<file path="src/hdl/tkes_pkg.sv">
// shared constants and types for the top-k elite selector
`default_nettype none

package tkes_pkg;

    localparam int ELITE_SLOTS = 8;
    localparam int IDX_W       = 10;
    localparam int FIT_W       = 16;
    localparam int RANK_W      = 3;
    localparam int CNT_W       = (ELITE_SLOTS > 1) ? $clog2(ELITE_SLOTS) : 1;

    typedef enum logic [0:0] {
        ST_COLLECT,
        ST_EMIT
    } t_state;

    // controller to datapath
    typedef struct packed {
        logic insert;
        logic emit;
    } t_dp_cmd;

    // datapath to controller
    typedef struct packed {
        logic last_slot;
    } t_dp_stat;

endpackage

`default_nettype wire

</file>
<file path="src/hdl/tkes_ctrl.sv">
// controller state machine for the top-k elite selector
`default_nettype none

module tkes_ctrl (
    input  wire logic              i_clk,
    input  wire logic              i_rst_n,
    input  wire logic              start,
    input  wire logic              i_population_end,
    input  wire tkes_pkg::t_dp_stat i_stat,
    output tkes_pkg::t_dp_cmd      o_cmd,
    output logic                   busy
);

    tkes_pkg::t_state r_state;
    tkes_pkg::t_state n_state;

    always_ff @(posedge i_clk) begin
        if (!i_rst_n) begin
            r_state <= tkes_pkg::ST_COLLECT;
        end else begin
            r_state <= n_state;
        end
    end

    always_comb begin
        n_state      = r_state;
        o_cmd.insert = 1'b0;
        o_cmd.emit   = 1'b0;
        busy         = 1'b0;
        case (r_state)
            tkes_pkg::ST_COLLECT: begin
                o_cmd.insert = start;
                if (start && i_population_end) begin
                    n_state = tkes_pkg::ST_EMIT;
                end
            end
            tkes_pkg::ST_EMIT: begin
                busy       = 1'b1;
                o_cmd.emit = 1'b1;
                if (i_stat.last_slot) begin
                    n_state = tkes_pkg::ST_COLLECT;
                end
            end
            default: begin
                n_state = tkes_pkg::ST_COLLECT;
            end
        endcase
    end

    a_no_insert_when_busy: assert property (@(posedge i_clk) disable iff (!i_rst_n)
        busy |-> !o_cmd.insert)
        else $error("insert issued while emitting");

    a_emit_only_when_busy: assert property (@(posedge i_clk) disable iff (!i_rst_n)
        o_cmd.emit |-> busy)
        else $error("readout issued while collecting");

    a_insert_needs_start: assert property (@(posedge i_clk) disable iff (!i_rst_n)
        o_cmd.insert |-> start)
        else $error("insert issued without a request");

endmodule

`default_nettype wire

</file>
<file path="src/hdl/tkes_datapath.sv">
// slot registers, parallel compare-and-shift insert and rank readout
`default_nettype none

module tkes_datapath (
    input  wire logic                               i_clk,
    input  wire logic                               i_rst_n,
    input  wire tkes_pkg::t_dp_cmd                  i_cmd,
    input  wire logic [tkes_pkg::IDX_W-1:0]         i_member_index,
    input  wire logic signed [tkes_pkg::FIT_W-1:0]  i_fitness,
    output tkes_pkg::t_dp_stat                      o_stat,
    output logic                                    o_valid,
    output logic [tkes_pkg::RANK_W-1:0]             o_rank,
    output logic [tkes_pkg::IDX_W-1:0]              o_chosen_index,
    output logic signed [tkes_pkg::FIT_W-1:0]       o_chosen_fitness,
    output logic                                    o_slot_filled,
    output logic                                    o_final_rank
);

    logic [tkes_pkg::IDX_W-1:0]        r_idx [tkes_pkg::ELITE_SLOTS];
    logic [tkes_pkg::IDX_W-1:0]        n_idx [tkes_pkg::ELITE_SLOTS];
    logic signed [tkes_pkg::FIT_W-1:0] r_fit [tkes_pkg::ELITE_SLOTS];
    logic signed [tkes_pkg::FIT_W-1:0] n_fit [tkes_pkg::ELITE_SLOTS];
    logic [tkes_pkg::ELITE_SLOTS-1:0]  r_valid;
    logic [tkes_pkg::ELITE_SLOTS-1:0]  n_valid;
    logic [tkes_pkg::CNT_W-1:0]        r_count;
    logic [tkes_pkg::CNT_W-1:0]        n_count;
    logic [tkes_pkg::ELITE_SLOTS-1:0]  w_gt;
    logic                              w_last;

    // slot keeps its entry when it beats the newcomer; the first slot that
    // does not takes the newcomer, the rest take the entry above
    for (genvar g = 0; g < tkes_pkg::ELITE_SLOTS; g++) begin : g_slot
        logic                              w_up_gt;
        logic [tkes_pkg::IDX_W-1:0]        w_up_idx;
        logic signed [tkes_pkg::FIT_W-1:0] w_up_fit;
        logic                              w_up_valid;
        logic [tkes_pkg::IDX_W-1:0]        w_dn_idx;
        logic signed [tkes_pkg::FIT_W-1:0] w_dn_fit;
        logic                              w_dn_valid;

        assign w_gt[g] = r_valid[g] && (r_fit[g] > i_fitness);

        if (g == 0) begin : g_top
            assign w_up_gt    = 1'b1;
            assign w_up_idx   = i_member_index;
            assign w_up_fit   = i_fitness;
            assign w_up_valid = 1'b1;
        end else begin : g_mid
            assign w_up_gt    = w_gt[g-1];
            assign w_up_idx   = r_idx[g-1];
            assign w_up_fit   = r_fit[g-1];
            assign w_up_valid = r_valid[g-1];
        end

        if (g == tkes_pkg::ELITE_SLOTS - 1) begin : g_bot
            assign w_dn_idx   = '0;
            assign w_dn_fit   = '0;
            assign w_dn_valid = 1'b0;
        end else begin : g_upper
            assign w_dn_idx   = r_idx[g+1];
            assign w_dn_fit   = r_fit[g+1];
            assign w_dn_valid = r_valid[g+1];
        end

        assign n_idx[g] = i_cmd.emit ? w_dn_idx :
                          (i_cmd.insert && !w_gt[g]) ?
                          (w_up_gt ? i_member_index : w_up_idx) : r_idx[g];
        assign n_fit[g] = i_cmd.emit ? w_dn_fit :
                          (i_cmd.insert && !w_gt[g]) ?
                          (w_up_gt ? i_fitness : w_up_fit) : r_fit[g];
        assign n_valid[g] = i_cmd.emit ? w_dn_valid :
                            (i_cmd.insert && !w_gt[g]) ?
                            (w_up_gt ? 1'b1 : w_up_valid) : r_valid[g];
    end

    assign w_last = (r_count == tkes_pkg::CNT_W'(tkes_pkg::ELITE_SLOTS - 1));

    always_comb begin
        n_count = r_count;
        if (i_cmd.emit) begin
            n_count = w_last ? '0 : r_count + 1'b1;
        end
    end

    always_ff @(posedge i_clk) begin
        if (!i_rst_n) begin
            r_valid <= '0;
            r_count <= '0;
        end else begin
            r_valid <= n_valid;
            r_count <= n_count;
        end
    end

    always_ff @(posedge i_clk) begin
        r_idx <= n_idx;
        r_fit <= n_fit;
    end

    assign o_stat.last_slot = w_last;
    assign o_valid          = i_cmd.emit;
    assign o_rank           = tkes_pkg::RANK_W'(r_count);
    assign o_chosen_index   = r_valid[0] ? r_idx[0] : '0;
    assign o_chosen_fitness = r_valid[0] ? r_fit[0] : '0;
    assign o_slot_filled    = r_valid[0];
    assign o_final_rank     = w_last;

    a_cleared_after_emit: assert property (@(posedge i_clk) disable iff (!i_rst_n)
        i_cmd.emit && w_last |=> r_valid == '0)
        else $error("slots not empty after readout");

    a_valid_packed: assert property (@(posedge i_clk) disable iff (!i_rst_n)
        ((r_valid >> 1) & ~r_valid) == '0)
        else $error("empty slot above a filled one");

    a_count_idle: assert property (@(posedge i_clk) disable iff (!i_rst_n)
        !i_cmd.emit |-> r_count == '0)
        else $error("rank counter moved outside readout");

endmodule

`default_nettype wire

</file>
<file path="src/hdl/top_k_elite_selector.sv">
// top level of the top-k elite selector
`default_nettype none

// usage
//  - a request is taken at a rising edge with start high and busy low; it
//    carries one individual: member index, signed fitness and population end
//  - each request is sorted into the eight-slot elite list in that same edge
//    by a parallel compare-and-shift over all slots, so while collecting one
//    request per cycle is taken
//  - a request with population end set is inserted first; busy then rises
//    while the list is read out best first, one result a cycle
//  - each result shows for one cycle with o_valid high: rank, index, fitness,
//    filled flag and final rank on the bottom slot; empty slots read as zero
//  - the readout shifts the list up one slot a cycle and feeds empty slots in
//    at the bottom, so the list is clear when busy falls
//  - the first result shows in the cycle after the final request is taken,
//    and the next request is taken in the cycle after the last result
//  - the receiver cannot stall; results are never held back
//  - reset empties the list and returns to collecting; no clearing pass
module top_k_elite_selector (
    input  wire logic                               i_clk,
    input  wire logic                               i_rst_n,
    input  wire logic                               start,
    output logic                                    busy,
    input  wire logic [tkes_pkg::IDX_W-1:0]         i_member_index,
    input  wire logic signed [tkes_pkg::FIT_W-1:0]  i_fitness,
    input  wire logic                               i_population_end,
    output logic                                    o_valid,
    output logic [tkes_pkg::RANK_W-1:0]             o_rank,
    output logic [tkes_pkg::IDX_W-1:0]              o_chosen_index,
    output logic signed [tkes_pkg::FIT_W-1:0]       o_chosen_fitness,
    output logic                                    o_slot_filled,
    output logic                                    o_final_rank
);

    // command and status between controller and datapath
    tkes_pkg::t_dp_cmd  w_cmd;
    tkes_pkg::t_dp_stat w_stat;

    // collect / readout sequencing
    tkes_ctrl u_ctrl (
        .i_clk            (i_clk),
        .i_rst_n          (i_rst_n),
        .start            (start),
        .i_population_end (i_population_end),
        .i_stat           (w_stat),
        .o_cmd            (w_cmd),
        .busy             (busy)
    );

    // elite slots and readout
    tkes_datapath u_datapath (
        .i_clk            (i_clk),
        .i_rst_n          (i_rst_n),
        .i_cmd            (w_cmd),
        .i_member_index   (i_member_index),
        .i_fitness        (i_fitness),
        .o_stat           (w_stat),
        .o_valid          (o_valid),
        .o_rank           (o_rank),
        .o_chosen_index   (o_chosen_index),
        .o_chosen_fitness (o_chosen_fitness),
        .o_slot_filled    (o_slot_filled),
        .o_final_rank     (o_final_rank)
    );

endmodule

`default_nettype wire
</file>
<file path="config.mk">
export PLATFORM = sky130hd
export DESIGN_NAME = top_k_elite_selector
export DESIGN_NICKNAME = d
export VERILOG_FILES = /design/src/hdl/tkes_pkg.sv /design/src/hdl/tkes_ctrl.sv /design/src/hdl/tkes_datapath.sv /design/src/hdl/top_k_elite_selector.sv
export SDC_FILE = /design/constraint.sdc
export NUM_CORES = 1
export LEC_CHECK = 0
export BUFFER_PORTS_ARGS = -buffer_cell sky130_fd_sc_hd__clkbuf_2
export CORE_ASPECT_RATIO = 1.25
export CORE_MARGIN = 8
export CORE_UTILIZATION = 35
export CTS_CLUSTER_DIAMETER = 150
export DETAILED_ROUTE_END_ITERATION = 12
export PLACE_DENSITY = 0.48
export SLEW_MARGIN = 15
export SYNTH_ARGS = -nofsm -noshare
export SYNTH_HDL_FRONTEND = slang
export SYNTH_SLANG_ARGS = --single-unit
</file>
<file path="constraint.sdc">
create_clock -name i_clk -period 3.8 [get_ports i_clk]
set_input_delay 0.19 -clock i_clk [delete_from_list [all_inputs] [get_ports i_clk]]
set_output_delay 0.19 -clock i_clk [all_outputs]
set_load 0.01 [all_outputs]
</file>
==> results of run 1 <==
==> placed cells by master (no fill, tap or decap), types with 9 or more instances in the layout <==
cell         n
o21ai_0     15
and4_1     126
a31o_1      23
clkbuf_2    62
ha_1       130
nand4_1     59
and2_1      28
a31oi_1     26
o31ai_1     26
inv_1       55
nand2b_1    28
o31a_1      26
o311a_1     29
nand3_1     11
nor2b_1     15
a32oi_1     26
a221o_1    127
a21o_1      54
a21oi_1     32
buf_4       48
clkbuf_16   27
nor2_1      33
nand2_1     72
nor3_1       9
edfxtp_1   182
dfxtp_1     37
==> synth_stat cells, drive strengths merged, types with 12 or more instances <==
cell type	count	area (sq um)
a21o	54	405
a21oi	32	160
a221o	127	1270
a31o	25	219
a31oi	26	163
a32oi	26	228
and2	28	175
and4	126	1100
buf	34	201
clkbuf	101	379
dfxtp	38	761
edfxtp	182	5470
ha	130	1630
inv	56	210
nand2	76	295
nand2b	28	175
nand3	12	60.1
nand4	59	369
nor2	33	124
nor2b	16	100
o21ai	15	75.1
o311a	29	290
o31a	26	228
o31ai	26	195
==> power by group <==
group | internal [mW] | leakage [nW] | switching (mW) | total (mW)
Clock | 1.43 | 0.405 | 1.09 | 2.51
Combinational | 1.43 | 4.20 | 1.81 | 3.25
Sequential | 3.49 | 2.13 | 0.650 | 4.14
==> final timing paths <==
path,slack (ns),cells past startpoint,startpoint,end
max,0.19,7,u_datapath.g_slot[3].w_dn_fit[2],u_datapath.g_slot[4].w_dn_idx[1]
min,0.02,3,i_member_index[0],u_datapath.g_slot[6].w_dn_idx[0]
max reg2reg,0.19,7,u_datapath.g_slot[3].w_dn_fit[2],u_datapath.g_slot[4].w_dn_idx[1]
min reg2reg,0.55,2,u_datapath.r_valid[5],u_datapath.r_valid[6]
==> metal layers <==
layer / part of all wire, % / GRT usage, % / up-vias
met5: 0.022 / 0 / -
met4: 5.4 / 10.7 / 2
met3: 3.2 / 1.82 / 116
met2: 52 / 37.3 / 327
met1: 40 / 24.1 / 6444
li1: - / - / 5908
==> registers in the layout, summed over array words and instances (netlist names) <==
signal,flops
u_ctrl.r_state,1
u_datapath.g_slot.w_dn_idx,70
u_datapath.o_rank,3
u_datapath.g_slot.w_up_fit,16
u_datapath.g_slot.w_up_idx,10
u_datapath.r_valid,8
u_datapath.g_slot.w_dn_fit,112
==> cell type report <==
class	instances	share of cell area, %
Timing Repair Buffer	122	4.99
Multi-Input combinational cell	999	48.2
Inverter	56	1.25
Clock inverter	11	0.455
Tap cell	565	4.15
Sequential cell	220	36.5
Clock buffer	38	4.38
==> cell families after synthesis <==
kind of cell | after synthesis | synth area share, %
fa+ha+maj | 130 | 10.7
mux | 2 | 0.132
simple gates | 417 | 17.6
flops | 220 | 41.0
compound gates | 450 | 25.4
buf+inv | 191 | 5.21
==> worst register-to-register path, stage by stage, from the launching register on <==
cell,delay (ns)
edfxtp_1,0.46
ha_1,0.34
and4b_1,0.18
a211oi_1,0.34
o32ai_2,0.19
o311ai_2,0.77
nand2_2,0.59
a221o_1,0.47
==> repair_timing <==
| item | CTS | global route |
|---|---|---|
| hold buffers | 6 | 0 |
| endpoints found under the hold margin | 6 | 0 |
| endpoints found under the setup margin | 0 | 26 |
| gates resized for setup | 0 | 1 |
==> metrics.md, run 1 <==
| Metric | Value |
|---|---|
| First-pass GRT wire length | `82.1 mm` |
| Count of final setup violators | `0` |
| Wirelength per Cell | `26.9 um` |
| Via count | `12,800` |
| Critical path's top delay family | `compound AO/OA/AOI/OAI gates` |
| Vias in the first global route | `13,400` |
| Post-Synthesis Cells | `1,410` |
| Number of antenna diodes | `0` |
| Detail Route Antenna Nets | `0` |
| Std cell rows | `85` |
| Total design power | `9.90 mW` |
| FF+latch area | `0.00623 sq mm` |
| Layout cells sized above 1 | `12.3%` |
| Hold Vio Cnt, Final | `0` |
| Placed cell area | `0.0162 sq mm` |
| Clk buf depth | `3` |
| Clk_lat worst skew | `0.55 ns` |
| Worst min path class | `input pin to flip-flop` |
| Fmax achieved | `0.277 GHz` |
| Cells along the critical path | `ha_1 > and4b_1 > a211oi_1 > o32ai_2 > o311ai_2 > nand2_2 > a221o_1` |
| Initial antenna violation count | `1` |
| Syn Area/Cell | `10.8 sq um` |
| Critical path's slowest cell | `o311ai_2` |
| Root Buffer | `clkbuf_16` |
| DIE AREA | `0.0504 sq mm` |
| Fin Clk Skew | `0.0107 ns` |
| Hold Slack | `0.0211 ns` |
| Vias per std cell | `6.36` |
| Place WS | `-0.135 ns` |
| Non-Filler Instances | `2,011` |
| Fin util | `39.7%` |
| Die Wd | `202 um` |
| Final instance area | `0.0171 sq mm` |
| Drt drc | `0` |
| Post-synth net total | `1,570` |
| Area grow syn2layout | `12.3%` |
| Top Ports | `63` |
| Initial core utilization | `35.3%` |
| CTS HTree Levels | `1` |
| Async set or reset register ratio after synthesis | `0%` |
| Synth unique cells | `62` |
| TritonCTS clock tree | `built` |
| #FFs+latches synth | `220` |
| Placed insts | `1,956` |
| 1st-iter DRT viols | `962` |
| Die height | `249 um` |
| Global placement routability congestion | `0.841` |
| Cts bufs inserted | `27` |
| Final WS setup | `0.188 ns` |
| PortBufs | `62` |
| Seq/Total Area, Yosys | `41.0%` |
| RSZ-0062 raised after global routing | `false` |
| Startpoint types | `flip-flop` |
| Detailed Place HPWL | `40.0 mm` |
| Clk sink count | `220` |
| Slew HR | `25.2%` |
| Critical path class | `flip-flop to flip-flop` |
| Slew @ Worst Pin | `1.12 ns` |
| Final global-route overflow total | `0` |
| CP Capture Type | `flip-flop` |
| Post-CTS Setup Repair Bufs | `0` |
| Worst-path maximum fanout | `26` |
| Worst path max stage delay | `0.77 ns` |
| Number of max-cap violations | `0` |
| Largest net degree at the start of global routing | `103` |
| Worst EP arrival | `3.90 ns` |
| Clock-pin slew on the worst setup and hold paths | `0.06 ns` |
| Leakage | `6.74 nW` |
| Ys flop type | `edfxtp_1` |
| VDD IR-drop max | `0.291 mV` |
| Slew Viols, Final | `0` |
| Post-synthesis cell area | `0.0152 sq mm` |
| Final worst path period share | `95.1%` |
| Buffers & Inverters on Critical Path | `0` |
| DRT Pass-1 Iters | `5` |
| Setup TNS | `0 ns` |
| # fillers | `4,284` |
| Final net count | `1,586` |
| CP Data Required Time | `4.09 ns` |
| Routed WL | `54.1 mm` |
| PD cells | `581 mW/mm^2` |
| Post-synth EDFFs | `182` |
| Synth warnings | `0` |
| Gr usage total | `20.7%` |
| Multi-input combinational cell area | `0.00823 sq mm` |
| Core ar. | `0.0430 sq mm` |
| Fin crit period | `3.61 ns` |
| Status | `complete, no violations` |
Power figures use the tool's default switching activity.
==> run 2, diff against run 1 <==
Settings changed: CORE_ASPECT_RATIO 1.25 to 1.75.
==> run 2 against run 1 <==
Core utilization is 0.26 points lower. Cell count shrank 0.15%. Design area down 0.37%. Global-route usage is 2.3 points higher. Wire length grew 12%. Die area grew 0.44%. Non-clock buffer count stayed put. Via count increased by 1.8%. First-iteration DRC count up 2.6%. Critical endpoint is now u_datapath.g_slot[2].w_dn_fit[0].
==> metrics.md, run 2 (synthesized netlist as in run 1, its figures left out) <==
| Metric | Value |
|---|---|
| Net load switching power | `3.71 mW` |
| Buffers & Inverters on Critical Path | `3` |
| Std cell rows | `101` |
| Slew Viols, Final | `0` |
| Worst-path maximum fanout | `26` |
| Number of max-cap violations | `0` |
| Int Pwr | `6.26 mW` |
| Die Wd | `173 um` |
| Clock-pin slew on the worst setup and hold paths | `0.07 ns` |
| 1st-iter DRT viols | `987` |
| Vias per std cell | `6.49` |
| Worst path max stage delay | `0.67 ns` |
| Switching Fraction | `37.2%` |
| Routed WL | `60.5 mm` |
| CP Capture Type | `flip-flop` |
| Vias in the first global route | `13,300` |
| CP Data Required Time | `4.05 ns` |
| Slew @ Worst Pin | `1.14 ns` |
| Slew HR | `24.2%` |
| Startpoint types | `input pin` |
| Non-Filler Instances | `2,008` |
| Setup TNS | `0 ns` |
| Fin crit period | `3.63 ns` |
| Critical path's top delay family | `simple AND/OR/NAND/NOR gates` |
| Cts bufs inserted | `25` |
| TritonCTS clock tree | `built` |
| Detail Route Antenna Nets | `0` |
| Clk sink count | `220` |
| Via count | `13,000` |
| Cells along the critical path | `dlygate4sd3_1 > clkbuf_2 > inv_1 > ha_1 > and4b_1 > a211oi_1 > o32ai_2 > or4_1 > nand2_2 > o311ai_0` |
| DRT Pass-1 Iters | `7` |
| Count of final setup violators | `0` |
| Status | `complete, no violations` |
| Max reg flops | `112` |
| Top Ports | `63` |
| Critical path class | `input pin to flip-flop` |
| Core ar. | `0.0431 sq mm` |
| Final net count | `1,584` |
| Global placement routability congestion | `0.855` |
| Initial core utilization | `35.2%` |
| Largest net degree at the start of global routing | `152` |
| Initial antenna violation count | `0` |
| Drt drc | `0` |
| Area grow syn2layout | `11.8%` |
| Die height | `292 um` |
| Comb power frac | `33.1%` |
| Sequential Power Share | `42.3%` |
| DIE AREA | `0.0506 sq mm` |
| Hold Vio Cnt, Final | `0` |
| PortBufs | `62` |
| First-pass GRT wire length | `88.1 mm` |
| Critical path's slowest cell | `or4_1` |
| Worst EP arrival | `3.88 ns` |
| PD cells | `587 mW/mm^2` |
| Detailed Place HPWL | `44.9 mm` |
| Wirelength per Cell | `30.1 um` |
| Final worst path period share | `95.4%` |
| Commonest non-fill, non-tap cells in the layout | `edfxtp_1, ha_1, a221o_1` |
| Worst min path class | `input pin to flip-flop` |
| Commonest non-fill, non-tap cell in the layout | `edfxtp_1` |
| Root Buffer | `clkbuf_16` |
| Number of antenna diodes | `0` |
| RSZ-0062 raised after global routing | `false` |
| Placed insts | `1,953` |
| Final global-route overflow total | `0` |
| Clk_lat worst skew | `0.55 ns` |
| Clock power share | `24.5%` |
| Fin Clk Skew | `0.00928 ns` |
| CTS HTree Levels | `1` |
| Fmax achieved | `0.276 GHz` |
| Clk buf depth | `3` |
| Gr usage total | `23.0%` |
| VDD IR-drop max | `0.302 mV` |
| Layout cells sized above 1 | `12.1%` |
| Leakage | `6.68 nW` |
-- run 2: cell types whose count changed in the layout (fill, tap and decap cells not counted), sizes merged --
cell         previous run  this run
clkinvlp                0         5
bufinv                  1         2
buf                    54        50
clkbuf                100        90
dlygate4sd3             6        10
-- run 2: power groups by stage --
| stage | clock, mW | sequential (mW) | combinational, mW |
|---|---|---|---|
| after floorplan | 0 | 3.80 | 2.43 |
| after global placement | 0 | 4.28 | 3.15 |
| after detailed placement | 0 | 4.25 | 3.27 |
| after CTS | 2.51 | 4.22 | 3.28 |
| after global routing | 2.58 | 4.25 | 3.63 |
| final | 2.45 | 4.22 | 3.30 |
-- run 2: worst paths after layout --
path / startpoint / to / slack (ns) / cells after the start
worst max register to register: u_datapath.g_slot[1].w_dn_fit[15] / u_datapath.g_slot[2].w_dn_fit[0] / 0.48 / 7
worst min register to register: u_datapath.o_rank[2] / u_datapath.o_rank[2] / 0.54 / 2
worst max-delay path: i_fitness[3] / u_datapath.g_slot[2].w_dn_fit[0] / 0.17 / 10
worst min-delay path: i_fitness[2] / u_datapath.g_slot[6].w_dn_fit[2] / 0.03 / 3
-- run 2: cell type report --
| class | count | area [sq um] |
|---|---|---|
| fill | 4185 | 26100 |
| clock buffer | 28 | 637 |
| multi-input combinational | 999 | 8220 |
| timing repair buffer | 122 | 836 |
| tap | 566 | 708 |
| inverter | 56 | 213 |
| clock inverter | 17 | 148 |
| sequential | 220 | 6230 |
-- run 2: per-layer routing --
layer | wire [um] | GRT usage, % | up-vias | part of all wire [%]
li1 | - | - | 5912 | -
met1 | 20700 | 22.0 | 6551 | 34
met2 | 33600 | 45.7 | 416 | 55
met3 | 1760 | 1.88 | 153 | 2.9
met4 | 4520 | 15.4 | 0 | 7.5
met5 | 0 | 0 | - | 0
-- run 2: per-stage QoR --
step	setup slack [ns]	utilization [%]	power (mW)	hold WS, ns	area, sq um
6_report	0.175	39.4	9.97	0.0298	17000
5_1_grt	0.0370	39.4	10.5	0.0288	17000
4_1_cts	0.204	39.4	10.0	0.0155	17000
3_5_place_dp	0.0570	37.4	7.52	0.433	16100
3_3_place_gp	0.138	37.4	7.44	0.425	16100
2_1_floorplan	0.673	-	6.23	0.332	15200
-- run 2: repair_timing --
item / in CTS / in global routing
gates resized for setup: 0 / 0
endpoints found under the setup margin: 0 / 0
setup buffers: 0 / 0
endpoints found under the hold margin: 10 / 0
hold buffers: 10 / 0
-- run 2: worst min-delay path, delay by kind of cell --
kind | cells | cell delay [ns]
compound gates | 1 | 0.07
simple gates | 1 | 0.10
buf+inv | 1 | 0.16
